--- src/hw/rtl/bsfe_pkg.sv ---
// ============================================================================
// bsfe_pkg
// shared types and constants for the byte stuffing frame encoder
// ============================================================================
package bsfe_pkg;

    localparam logic [7:0] ESC_BYTE = 8'h1a;
    localparam logic [7:0] END_BYTE = 8'h1b;
    localparam logic [7:0] ESC_XOR  = 8'h20;

    localparam int QUEUE_DEPTH = 4;
    localparam int QUEUE_AW    = $clog2(QUEUE_DEPTH);
    localparam int QUEUE_CW    = $clog2(QUEUE_DEPTH + 1);

    // one accepted payload byte as seen by the back end
    typedef struct packed {
        logic [7:0] payload;
        logic       last;
        logic [7:0] checksum;   // sum including this byte, used only when last
    } bsfe_entry_t;

    typedef enum logic [1:0] {
        PH_BYTE,
        PH_SUM,
        PH_END
    } bsfe_phase_t;

    function automatic logic is_special(input logic [7:0] b);
        return (b == ESC_BYTE) || (b == END_BYTE);
    endfunction

endpackage

--- src/hw/rtl/bsfe_front.sv ---
// ============================================================================
// bsfe_front
// accepts payload bytes and keeps the running packet checksum
// ============================================================================
module bsfe_front (
    input  logic                 clk,
    input  logic                 rst_n,
    input  logic                 s_tvalid,
    output logic                 s_tready,
    input  logic [7:0]           s_tdata,    // payload_byte
    input  logic                 s_tlast,    // packet_last
    input  logic                 q_full,
    output logic                 q_push,
    output bsfe_pkg::bsfe_entry_t q_entry
);

    logic [7:0] running_sum_reg;
    logic [7:0] running_sum_next;
    logic [7:0] sum_with_byte;

    assign s_tready      = !q_full;
    assign q_push        = s_tvalid && !q_full;
    assign sum_with_byte = running_sum_reg + s_tdata;

    assign q_entry.payload  = s_tdata;
    assign q_entry.last     = s_tlast;
    assign q_entry.checksum = sum_with_byte;

    always_comb
    begin
        running_sum_next = running_sum_reg;
        if (q_push)
        begin
            running_sum_next = s_tlast ? 8'h00 : sum_with_byte;
        end
    end

    always_ff @(posedge clk or negedge rst_n)
    begin
        if (!rst_n)
        begin
            running_sum_reg <= 8'h00;
        end
        else
        begin
            running_sum_reg <= running_sum_next;
        end
    end

endmodule

--- src/hw/rtl/bsfe_queue.sv ---
// ============================================================================
// bsfe_queue
// short fifo between the front and back ends
// ============================================================================
module bsfe_queue (
    input  logic                  clk,
    input  logic                  rst_n,
    input  logic                  push,
    input  bsfe_pkg::bsfe_entry_t push_entry,
    output logic                  full,
    input  logic                  pop,
    output logic                  head_valid,
    output bsfe_pkg::bsfe_entry_t head_entry
);

    bsfe_pkg::bsfe_entry_t         mem_reg [bsfe_pkg::QUEUE_DEPTH];
    logic [bsfe_pkg::QUEUE_AW-1:0] wr_ptr_reg;
    logic [bsfe_pkg::QUEUE_AW-1:0] wr_ptr_next;
    logic [bsfe_pkg::QUEUE_AW-1:0] rd_ptr_reg;
    logic [bsfe_pkg::QUEUE_AW-1:0] rd_ptr_next;
    logic [bsfe_pkg::QUEUE_CW-1:0] count_reg;
    logic [bsfe_pkg::QUEUE_CW-1:0] count_next;
    logic                          do_push;
    logic                          do_pop;

    assign full       = (count_reg == bsfe_pkg::QUEUE_CW'(bsfe_pkg::QUEUE_DEPTH));
    assign head_valid = (count_reg != '0);
    assign head_entry = mem_reg[rd_ptr_reg];
    assign do_push    = push && !full;
    assign do_pop     = pop && head_valid;

    always_comb
    begin
        wr_ptr_next = do_push ? wr_ptr_reg + 1'b1 : wr_ptr_reg;
        rd_ptr_next = do_pop ? rd_ptr_reg + 1'b1 : rd_ptr_reg;
        count_next  = count_reg;
        if (do_push && !do_pop)
        begin
            count_next = count_reg + 1'b1;
        end
        else if (do_pop && !do_push)
        begin
            count_next = count_reg - 1'b1;
        end
    end

    always_ff @(posedge clk)
    begin
        if (do_push)
        begin
            mem_reg[wr_ptr_reg] <= push_entry;
        end
    end

    always_ff @(posedge clk or negedge rst_n)
    begin
        if (!rst_n)
        begin
            wr_ptr_reg <= '0;
            rd_ptr_reg <= '0;
            count_reg  <= '0;
        end
        else
        begin
            wr_ptr_reg <= wr_ptr_next;
            rd_ptr_reg <= rd_ptr_next;
            count_reg  <= count_next;
        end
    end

endmodule

--- src/hw/rtl/bsfe_back.sv ---
// ============================================================================
// bsfe_back
// expands queued bytes into escaped line bytes, checksum and end marker
// ============================================================================
module bsfe_back (
    input  logic                  clk,
    input  logic                  rst_n,
    input  logic                  head_valid,
    input  bsfe_pkg::bsfe_entry_t head_entry,
    output logic                  pop,
    output logic                  m_tvalid,
    input  logic                  m_tready,
    output logic [7:0]            m_tdata,   // line_byte
    output logic                  m_tlast    // frame_end
);

    bsfe_pkg::bsfe_phase_t phase_reg;
    bsfe_pkg::bsfe_phase_t phase_next;
    logic                  esc_half_reg;    // escape byte sent, xored byte pending
    logic                  esc_half_next;
    logic                  out_valid_reg;
    logic                  out_valid_next;
    logic [7:0]            out_data_reg;
    logic [7:0]            out_data_next;
    logic                  out_last_reg;
    logic                  out_last_next;
    logic                  load;
    logic [7:0]            cur_byte;
    logic                  cur_special;

    assign load        = head_valid && (!out_valid_reg || m_tready);
    assign cur_byte    = (phase_reg == bsfe_pkg::PH_SUM) ? head_entry.checksum
                                                         : head_entry.payload;
    assign cur_special = bsfe_pkg::is_special(cur_byte);

    // next state
    always_comb
    begin
        phase_next    = phase_reg;
        esc_half_next = esc_half_reg;
        if (load)
        begin
            case (phase_reg)
                bsfe_pkg::PH_END:
                begin
                    phase_next = bsfe_pkg::PH_BYTE;
                end
                bsfe_pkg::PH_BYTE,
                bsfe_pkg::PH_SUM:
                begin
                    if (cur_special && !esc_half_reg)
                    begin
                        esc_half_next = 1'b1;
                    end
                    else
                    begin
                        esc_half_next = 1'b0;
                        if (phase_reg == bsfe_pkg::PH_SUM)
                        begin
                            phase_next = bsfe_pkg::PH_END;
                        end
                        else if (head_entry.last)
                        begin
                            phase_next = bsfe_pkg::PH_SUM;
                        end
                    end
                end
                default:
                begin
                    phase_next = bsfe_pkg::PH_BYTE;
                end
            endcase
        end
    end

    // outputs
    always_comb
    begin
        pop            = 1'b0;
        out_valid_next = out_valid_reg && !m_tready;
        out_data_next  = out_data_reg;
        out_last_next  = out_last_reg;
        if (load)
        begin
            out_valid_next = 1'b1;
            case (phase_reg)
                bsfe_pkg::PH_END:
                begin
                    out_data_next = bsfe_pkg::END_BYTE;
                    out_last_next = 1'b1;
                    pop           = 1'b1;
                end
                bsfe_pkg::PH_BYTE,
                bsfe_pkg::PH_SUM:
                begin
                    out_last_next = 1'b0;
                    if (cur_special && !esc_half_reg)
                    begin
                        out_data_next = bsfe_pkg::ESC_BYTE;
                    end
                    else
                    begin
                        out_data_next = esc_half_reg ? (cur_byte ^ bsfe_pkg::ESC_XOR)
                                                     : cur_byte;
                        pop = (phase_reg == bsfe_pkg::PH_BYTE) && !head_entry.last;
                    end
                end
                default:
                begin
                    out_data_next = cur_byte;
                    out_last_next = 1'b0;
                end
            endcase
        end
    end

    always_ff @(posedge clk or negedge rst_n)
    begin
        if (!rst_n)
        begin
            phase_reg     <= bsfe_pkg::PH_BYTE;
            esc_half_reg  <= 1'b0;
            out_valid_reg <= 1'b0;
        end
        else
        begin
            phase_reg     <= phase_next;
            esc_half_reg  <= esc_half_next;
            out_valid_reg <= out_valid_next;
        end
    end

    always_ff @(posedge clk)
    begin
        out_data_reg <= out_data_next;
        out_last_reg <= out_last_next;
    end

    assign m_tvalid = out_valid_reg;
    assign m_tdata  = out_data_reg;
    assign m_tlast  = out_last_reg;

endmodule

--- src/hw/rtl/byte_stuffing_frame_encoder_top.sv ---
// ============================================================================
// byte_stuffing_frame_encoder_top
// byte stuffing frame encoder with 8-bit additive checksum and end marker
// ----------------------------------------------------------------------------
//   channel | direction | tdata         | tlast
//   s_*     | in        | payload_byte  | packet_last
//   m_*     | out       | line_byte     | frame_end
//
// each accepted byte yields 1 or 2 line bytes, a last byte 3 to 5; the output
// register sends one line byte per cycle while m_tready is high.
// a 4-entry queue between front and back lets input be taken while output
// stalls; s_tready drops only when the queue is full.
// asynchronous active-low reset clears checksum, queue and output state.
// ============================================================================
module byte_stuffing_frame_encoder_top (
    input  logic       clk,
    input  logic       rst_n,
    input  logic       s_tvalid,
    output logic       s_tready,
    input  logic [7:0] s_tdata,   // [7:0] payload_byte
    input  logic       s_tlast,   // packet_last
    output logic       m_tvalid,
    input  logic       m_tready,
    output logic [7:0] m_tdata,   // [7:0] line_byte
    output logic       m_tlast    // frame_end
);

    logic                  q_push;
    logic                  q_full;
    logic                  q_pop;
    logic                  q_head_valid;
    bsfe_pkg::bsfe_entry_t q_push_entry;
    bsfe_pkg::bsfe_entry_t q_head_entry;

    bsfe_front u_front (
        .clk      (clk),
        .rst_n    (rst_n),
        .s_tvalid (s_tvalid),
        .s_tready (s_tready),
        .s_tdata  (s_tdata),
        .s_tlast  (s_tlast),
        .q_full   (q_full),
        .q_push   (q_push),
        .q_entry  (q_push_entry)
    );

    bsfe_queue u_queue (
        .clk        (clk),
        .rst_n      (rst_n),
        .push       (q_push),
        .push_entry (q_push_entry),
        .full       (q_full),
        .pop        (q_pop),
        .head_valid (q_head_valid),
        .head_entry (q_head_entry)
    );

    bsfe_back u_back (
        .clk        (clk),
        .rst_n      (rst_n),
        .head_valid (q_head_valid),
        .head_entry (q_head_entry),
        .pop        (q_pop),
        .m_tvalid   (m_tvalid),
        .m_tready   (m_tready),
        .m_tdata    (m_tdata),
        .m_tlast    (m_tlast)
    );

endmodule
--- config.mk ---
export PLATFORM = sky130hd
export DESIGN_NAME = byte_stuffing_frame_encoder_top
export DESIGN_NICKNAME = d
export VERILOG_FILES = /design/src/hw/rtl/bsfe_pkg.sv /design/src/hw/rtl/bsfe_front.sv /design/src/hw/rtl/bsfe_queue.sv /design/src/hw/rtl/bsfe_back.sv /design/src/hw/rtl/byte_stuffing_frame_encoder_top.sv
export SDC_FILE = /design/constraint.sdc
export NUM_CORES = 1
export LEC_CHECK = 0
export BUFFER_PORTS_ARGS = -buffer_cell sky130_fd_sc_hd__buf_2
export CAP_MARGIN = 40
export CORE_UTILIZATION = 52
export CTS_BUF_LIST = sky130_fd_sc_hd__clkbuf_16
export DETAILED_ROUTE_END_ITERATION = 7
export PLACE_DENSITY = 0.72
export SLEW_MARGIN = 20
export SYNTH_ARGS = -nofsm -noshare
export SYNTH_HDL_FRONTEND = slang
export SYNTH_SLANG_ARGS = --single-unit
--- constraint.sdc ---
create_clock -name clk -period 2.73 [get_ports clk]
set_clock_uncertainty 0.05 [all_clocks]
set_input_delay 0.4095 -clock clk [delete_from_list [all_inputs] [get_ports clk]]
set_output_delay 0.4095 -clock clk [all_outputs]
set_load 0.1 [all_outputs]
==> impl_metrics.ini <==
[sta]
timing.fmax_mhz = 364
finalSetupViolCount = 1
worst_pin_slew_ns = 0.501
relSlewSlack_pct = 66.3
post-route-min-period_ns = 2.75
hold_ws_ns = -0.0147
drv_slew = 0
hold_viol_final = 19
rsz0062_at_grt = yes
fin_crit_sh_pct = 101
setup_ws_ns = -0.0200
finalSetupTns_ns = -0.0200

[cells_and_area]
layout-drive-gt1-share_pct = 29.6
antenna-diode-count = 0
layout_common_cells = edfxtp_1 (77), buf_2 (23), buf_4 (23)
area_growth_syn_to_layout_pct = 17.1
instances_no_fill = 416
largest_reg_flops = 68
final_common_cell = edfxtp_1
fill_cells = 554
fin_nets = 336

[routing]
vias = 2279
drc = 0
ant_nets = 0
drtIter0Drc = 114
wire_per_inst_um = 18.0
vias_per_cell = 5.48
first_pass_iters = 4
finalWirelength_um = 7500

[synthesis]
syn-num-nets = 283
ys.flop_type = edfxtp_1
synth_cell_types = 47
yosys_warnings = 0
synthCells = 256
synth.avg_cell_area_um2 = 16.6
ys_seq_area_share_pct = 65.6
synth-seq-cells = 96
synthArstFlopShare_pct = 19.8
synth_area_um2 = 4250
synth-edff-count = 77

[critical_path]
start_kind = flop
critPathBufInv = 2
path_cells = buf_6, mux4_2, mux2i_4, nand4_1, o21bai_4, ha_2, inv_2, fa_2, xor2_1, nor2_1, xor2_1
arrival_ns = 2.96
cp-end-kind = flop
path_delay_family = multiplexers
slowest_stage = mux4_2
critPathMaxStageDelay_ns = 0.54
path_class = reg -> reg
path_common_cell = xor2_1
worstPathRequired_ns = 2.94
worst-path-max-fanout = 9

[clocking]
htreeDepth = 3
cts_tree = done
numCtsBuffers = 9
cts_max_path_buffers = 2
path_clk_slew_ns = 0.07
clk_latency_ns = 0.34
cts-root-buf = clkbuf_16
cts.sinks = 96

[power_and_ir_drop]
p_leak_uw = 0.00191
finalPower_uw = 6610
powerDensity_nw_per_um2 = 1330
ir_drop_uv = 482

[placed_design]
dp_hpwl_um = 5030
dp_slack_ns = -0.147
port_buffers = 23
dp.cells = 395
gp_congestion = 0.742

[die]
start_util_pct = 54.4
core_area_um2 = 7810
fp.dieH_um = 92.4
rows = 32
die_w_um = 92.4
top_level_ports = 24
die_area_um2 = 8530

[grt]
grt_remaining_overflow = 0
antenna_found_initial = 0
grt_pass1_wl_um = 12400
grt_pass1_vias = 2374
grt_start_max_net_pins = 20
track_usage_pct = 20.1

[worst_hold_path]
hp-class = in -> async

[outcome]
violations = negative hold slack, negative setup slack
status = finished, violations left

[flow_run]
drv_cap = 0
## layout make-up
type	count	area, um^2	share of cell area, %
Multi-Input combinational cell	143	1400	28.0
Inverter	9	33.8	0.679
Clock buffer	9	225	4.53
Clock inverter	7	63.8	1.28
Tap cell	102	128	2.57
Timing Repair Buffer	50	342	6.87
Sequential cell	96	2790	56.0
## what timing repair did
item	in CTS	in global routing
hold buffers	0	0
pin swaps	3	0
gates cloned	0	0
endpoints found under the setup margin	2	2
resized for setup	12	1
buffers inserted	4	1
## metal layers
| metal | vias up | GRT usage, % | share of wire, % | routed length (um) |
|---|---|---|---|---|
| li1 | 1085 | - | - | - |
| met3 | 11 | 4.93 | 4.2 | 315 |
| met5 | - | 0 | 0 | 0 |
| met2 | 38 | 30.7 | 47 | 3520 |
| met4 | 0 | 7.94 | 1.4 | 106 |
| met1 | 1145 | 27.9 | 47 | 3550 |
## synth_stat cells, types with 4 or more instances
library cell  count  share of area, %
buf_6             4               1.1
o21ai_1           8              0.94
nand2_1          19               1.7
xnor2_1           8               1.6
ha_1             12               3.5
nand2b_1          5              0.74
dfrtp_1          19                11
a21oi_1           4              0.47
a22o_1            5               1.0
nor2_1           14               1.2
mux4_1            5               3.1
and3_1            4              0.59
xor2_1            5               1.0
mux2i_1           7               1.6
mux4_2           11               5.8
inv_1             9              0.80
edfxtp_1         77                54
## worst paths after layout
path	start	endpoint	slack (ns)	cells after the start
min in group clk	s_tdata[6]	u_queue.mem_reg[0][15]	0.27	1
hold / removal	rst_n	u_front.running_sum_reg[0]	-0.01	1
hold reg to reg	u_front.running_sum_reg[0]	u_front.running_sum_reg[0]	0.45	2
max in group asynchronous	rst_n	u_front.running_sum_reg[6]	2.30	1
setup reg to reg	u_queue.rd_ptr_reg[1]	u_queue.count_reg[2]	-0.02	11
setup / recovery	u_queue.rd_ptr_reg[1]	u_queue.count_reg[2]	-0.02	11
## where the power goes
| part | internal (uW) | switching [uW] |
|---|---|---|
| clock network | 703 | 509 |
| logic | 1220 | 1790 |
| registers | 2210 | 176 |
| total | 4130 | 2470 |
## cells by family after synthesis
logic type,share of synthesized area (%)
XOR/XNOR,2.68
AND/OR/NAND/NOR,6.69
multiplexers,12.8
flip-flops,65.6
adder cells (fa/ha/maj),4.48
AO/OA/AOI/OAI,5.27
buffers and inverters,2.50
## per-stage QoR
step / util [%] / area, um^2
after global placement: 58.9 / 4600
after CTS: 63.6 / 4960
final: 63.7 / 4970
after detailed placement: 58.9 / 4600
after global routing: 63.7 / 4970
after floorplan: - / 4250
No activity file was read; power rests on OpenSTA's default activity.
